===== src/polynomial_mutation_core_macros.svh =====
// assertion macros shared by the polynomial mutation core
`ifndef POLYNOMIAL_MUTATION_CORE_MACROS_SVH
`define POLYNOMIAL_MUTATION_CORE_MACROS_SVH

// same-cycle implication
`define PM_ASSERT_IMP(lbl, a, c) \
	lbl: assert property (@(posedge clk) disable iff (!arst_n) (a) |-> (c)) \
		else $error("pm check failed");

// next-cycle implication
`define PM_ASSERT_NXT(lbl, a, c) \
	lbl: assert property (@(posedge clk) disable iff (!arst_n) (a) |=> (c)) \
		else $error("pm check failed");

`endif


===== src/pm_pkg.sv =====
// ----------------------------------------------------------------------------
// pm_pkg
// shared types and fixed-point constants of the polynomial mutation core
// ----------------------------------------------------------------------------
`default_nettype none
package pm_pkg;

	localparam int QB = 30;
	localparam int QW = QB + 1;
	localparam logic [QW-1:0] Q_ONE = QW'(1) << QB;
	localparam logic [15:0] PROB_RESET = 16'hFFFF;
	localparam logic [15:0] FRAC_MAX = 16'hFFFF;

	typedef struct packed {
		logic signed [31:0] y;
		logic signed [31:0] lo;
		logic signed [31:0] hi;
		logic [31:0] rng;
		logic down;
		logic mut;
		logic bad;
	} item_t;

	typedef struct packed {
		item_t it;
		logic [QW-1:0] r;
	} ir_t;

	typedef struct packed {
		item_t it;
		logic [QW-1:0] val;
		logic [QW-1:0] q;
	} rs_t;

endpackage
`default_nettype wire


===== src/pm_div.sv =====
// ----------------------------------------------------------------------------
// pm_div
// pipelined restoring divider, one quotient bit per stage: (d << QB) / rng
// ----------------------------------------------------------------------------
`default_nettype none
module pm_div #(
	parameter int SW = 8
) (
	input  wire logic clk,
	input  wire logic arst_n,
	input  wire logic en,
	input  wire logic in_valid,
	input  wire logic [31:0] in_d,
	input  wire logic [31:0] in_rng,
	input  wire logic [SW-1:0] in_side,
	output logic out_valid,
	output logic [pm_pkg::QW-1:0] out_quo,
	output logic [SW-1:0] out_side
);
	import pm_pkg::*;

	logic vld_s [QW+1];
	logic [32:0] rem_s [QW+1];
	logic [31:0] rng_s [QW+1];
	logic [QW-1:0] quo_s [QW+1];
	logic [SW-1:0] side_s [QW+1];

	assign vld_s[0] = in_valid;
	assign rem_s[0] = {1'b0, in_d};
	assign rng_s[0] = in_rng;
	assign quo_s[0] = '0;
	assign side_s[0] = in_side;

	for (genvar k = 0; k < QW; k++) begin : g_stage
		logic ge;
		logic [32:0] rem_n;
		assign ge = rem_s[k] >= {1'b0, rng_s[k]};
		assign rem_n = ge ? rem_s[k] - {1'b0, rng_s[k]} : rem_s[k];

		always_ff @(posedge clk or negedge arst_n) begin
			if (!arst_n) begin
				vld_s[k+1] <= 1'b0;
			end else if (en) begin
				vld_s[k+1] <= vld_s[k];
			end
		end

		always_ff @(posedge clk) begin
			if (en) begin
				rem_s[k+1] <= {rem_n[31:0], 1'b0};
				rng_s[k+1] <= rng_s[k];
				quo_s[k+1] <= {quo_s[k][QW-2:0], ge};
				side_s[k+1] <= side_s[k];
			end
		end
	end

	assign out_valid = vld_s[QW];
	assign out_quo = quo_s[QW];
	assign out_side = side_s[QW];
endmodule
`default_nettype wire


===== config.mk =====
export PLATFORM = sky130hd
export DESIGN_NAME = pm_div
export DESIGN_NICKNAME = d
export VERILOG_FILES = /design/src/polynomial_mutation_core_macros.svh /design/src/pm_pkg.sv /design/src/pm_div.sv
export SDC_FILE = /design/constraint.sdc
export NUM_CORES = 2
export LEC_CHECK = 0
export BUFFER_PORTS_ARGS = -buffer_cell sky130_fd_sc_hd__buf_2
export CAP_MARGIN = 10
export CORE_UTILIZATION = 54
export DETAILED_ROUTE_END_ITERATION = 10
export PLACE_DENSITY = 0.74
export SLEW_MARGIN = 10
export SYNTH_ARGS = -nofsm -noshare
export SYNTH_HDL_FRONTEND = slang
export SYNTH_SLANG_ARGS = --single-unit

===== constraint.sdc =====
create_clock -name clk -period 4.21 [get_ports clk]
set_clock_uncertainty 0.1 [all_clocks]
set_input_delay 0.6315 -clock clk [delete_from_list [all_inputs] [get_ports clk]]
set_output_delay 0.6315 -clock clk [all_outputs]
set_load 0.05 [all_outputs]

==> results.txt <==
----------------------------------------------------
[Global routing]
  Antenna violations before repair ... 4
  First-pass GRT wire length ... 516 mm
  Vias in the first global route ... 93.4k
  All-layer global routing usage ... between 20% and 30%
  Leftover overflow at the end of global routing ... 0
  Maximum number of pins on one net before global-route repair ... 161

[Detailed routing]
  DRC violation total after the first TritonRoute iteration ... roughly 7.5k
  DR vias/cell ... slightly below 6
  Antenna viol nets, final ... 0
  Post-route DRC ... 0
  Sum of routed wire length over all layers ... 334 mm
  Routed length per instance ... between 20 and 25 microns
  Total via count in the routed design ... about 94k
  Total iterations of the first detailed-routing run ... 6

[Worst setup path]
  CP arrival ... between 4 and 5 ns
  Worst reg2reg setup slack ... slightly above 0.1 ns
  Worst-path fanout max ... 4
  Worst Setup Path Type ... flip-flop to flip-flop
  Worst setup SP type ... flip-flop
  Critical Path RT ... 4.73 ns
  Nature of the critical path endpoint ... flip-flop

[Placed design]
  Post-Place Cells ... about 16k
  Hpwl dp ... roughly 250 mm
  Final weighted congestion in routability-driven placement ... roughly 0.95
  Port buffer count ... approximately 120
  Worst setup slack after placement ... -0.251 ns

[Clocking]
  TritonCTS clock tree ... built
  Clk pin slew, worst setup/hold paths ... about 0.06 ns
  Maximum buffer depth of the clock tree ... 4
  Number of sinks on the clock net ... about 2.7k
  Total CTS buffers ... about 290
  Root buffer cell ... clkbuf_16
  Clock Latency Late Sink ... roughly 0.91 ns
  Deepest level of the CTS H-tree ... 5

[Logic synthesis]
  Most instantiated flip-flop cell in the synthesis netlist ... edfxtp_1
  Number of enable-type register cells in the synthesized netlist ... 2664
  Biggest area contributors in the synthesized netlist ... edfxtp_1 56%, ha_1 8.7%, inv_1 3.2%
  Average size of a mapped cell ... between 10 and 15 sq um
  Async S/R FF share, synth ... approximately 1.2%
  Fraction of the yosys area taken by sequential cells ... a little under three fifths
  Distinct cell type count after synthesis ... 92
  Synthesized net count ... ~13k
  Mapped Cells ... between 10k and 15k
  Proportion of netlist area held by the largest area contributor ... between 50% and 60%
  Cell Area, Synth ... ~140000 sq um
  Flip-flop and latch count after synthesis ... 2695
  Post-synth top area cell ... edfxtp_1
  Synth Warn # ... 0

[Power and ir drop]
  Standby leakage power ... around 65 nW
  Ratio of total power to cell area ... between 700 and 800 nW/um^2
  Maximum vdd ir drop ... between 400 and 500 uV

[Floorplan]
  Starting density of the core ... 54.4%
  Width of the die ... about 520 microns
  Core box area ... 263000 sq um
  Number of placement rows ... about 190
  Boundary Pins ... 116
  Die Outline Area ... 267000 sq um
  Floorplan die height ... 517 microns

[Job]
  Maxcap violations ... 0

[STA]
  Slack of the critical path ... about 0.10 ns
  F_max ... ~240 MHz
  Number of pins exceeding their max-slew limit in the final report ... 0
  Final hold violations ... 0
  Actual slew at the worst max-slew pin ... a little under 1 ns
  Min cycle time layout ... just over 4 ns
  Final Setup Violations ... 0
  Tcrit/Tclk final ... 97.5%
  Worst slew margin relative to its limit ... 34.5%

[Min path]
  Class of the tightest hold or removal check ... input port to flip-flop

[Final layout]
  # nets final ... 13.7k
  Proportion of layout cells with a drive suffix above 1 ... roughly 10%
  Final cell count without fillers ... around 16k
  Post-route core utilization ... between 60% and 70%
  Area growth syn-to-layout ... 11.7%

[Outcome]
  Outcome ... completed

----------------------------------------------------
==> area by class of cell <==
class / count / area, sq um
clock buffers: 345 / 7680
well taps: 3515 / 4400
fillers: 20884 / 103000
repair buffers: 433 / 3840
multi-input cells: 7971 / 56700
flip-flops and latches: 2695 / 80800
diodes: 1 / 2.50
inverters: 1239 / 4650
clock inverters: 186 / 1730
==> through the flow <==
step	area [sq um]	setup TNS (ns)	total power, mW	hold slack, ns
2_1_floorplan	143000	0	82.5	0.236
3_3_place_gp	149000	-0.676	97.5	0.300
3_5_place_dp	149000	-3.21	98.7	0.305
4_1_cts	160000	0	125	0.00958
5_1_grt	160000	-0.0250	132	0.0416
6_report	160000	0	125	0.0587
==> flip-flops by register name, summed over array words and instances, names as in the netlist <==
name and count:
vld_s 30, quo_s 465, out_valid 1, out_quo 31
side_s 240, rem_s 960, out_side 8, rng_s 960
==> synthesized netlist by cell type (30+ instances only) <==
library cell / instances
nor4_1: 37
o211ai_1: 45
nand3_1: 163
and3_1: 92
nor2b_1: 176
o21a_1: 152
a21o_1: 468
o21bai_1: 112
clkbuf_1: 190
a21boi_0: 35
fa_1: 30
o31ai_1: 82
nand2b_1: 161
a211oi_1: 77
buf_4: 43
xor2_1: 346
edfxtp_1: 2664
a31oi_1: 96
xnor2_1: 445
buf_2: 36
and2_1: 57
nor2_1: 602
ha_1: 991
inv_1: 1238
a21oi_1: 922
dfrtp_1: 31
or2_2: 32
nand4_1: 123
a221oi_1: 32
nor3_1: 107
nand2_1: 883
o21ai_0: 901
mux2_2: 369
or3_1: 37
==> layout by cell type (no fill, tap or decap), types with 369 or more instances in the layout <==
| cell type | count |
|---|---|
| edfxtp_1 | 2664 |
| inv_1 | 1238 |
| ha_1 | 991 |
| a21oi_1 | 919 |
| o21ai_0 | 890 |
| nand2_1 | 883 |
| nor2_1 | 602 |
| a21o_1 | 468 |
| xnor2_1 | 445 |
| mux2_2 | 369 |
==> routing by layer <==
layer  vias to the layer above  part of all wire (%)  global-route usage (%)
li1                      45550                     -                       -
met1                     45707                    42                    31.0
met2                      2410                    50                    43.1
met3                       720                   4.6                    2.97
met4                         2                   3.9                    9.40
met5                         -                0.0039                       0
==> worst max-delay path, stage by stage (launching register included) <==
cell and delay [ns]:
edfxtp_1 0.39, inv_1 0.06, ha_1 0.34, nor2b_1 0.16
o21ai_0 0.25, a21boi_0 0.21, nor2_1 0.28, o21ai_0 0.22
a21oi_1 0.24, or4b_2 0.66, a31oi_2 0.25, o21ai_0 0.18
a2111oi_1 0.37, o41ai_1 0.13
==> logic make-up after synthesis <==
family,count (synthesis),synth area share (%)
compound gates,3226,14.0
xor+xnor,791,4.84
fa+ha+maj,1021,9.09
buf+inv,1523,4.14
flops,2695,56.5
mux,390,3.05
simple gates,2543,8.39
==> worst paths after layout <==
path	from	end	cells past startpoint
max reg2reg	rng_s[226]$_DFFE_PP_	rem_s[227]$_DFFE_PP_	13
min reg2reg	quo_s[188]$_DFFE_PP_	quo_s[158]$_DFFE_PP_	0
max	rng_s[226]$_DFFE_PP_	rem_s[227]$_DFFE_PP_	13
max in group asynchronous	arst_n	vld_s[27]$_DFFE_PN0P_	2
min in group asynchronous	arst_n	vld_s[1]$_DFFE_PN0P_	2
min	in_d[22]	rem_s[1013]$_DFFE_PP_	3
==> report_power, final <==
group	switching (mW)	internal, mW
clock network	10.7	14.5
logic	30.9	24.5
registers	4.66	39.2
total	46.3	78.2
==> what timing repair did <==
action                                  CTS  global route
endpoints found under the hold margin   102             0
pin swaps                                 0             8
setup buffers                             0             5
hold buffers                             72             0
gates resized for setup                   3            32
endpoints found under the setup margin   35           339
gates cloned                              0             4
Note: power is estimated with default switching activity, not from simulation.
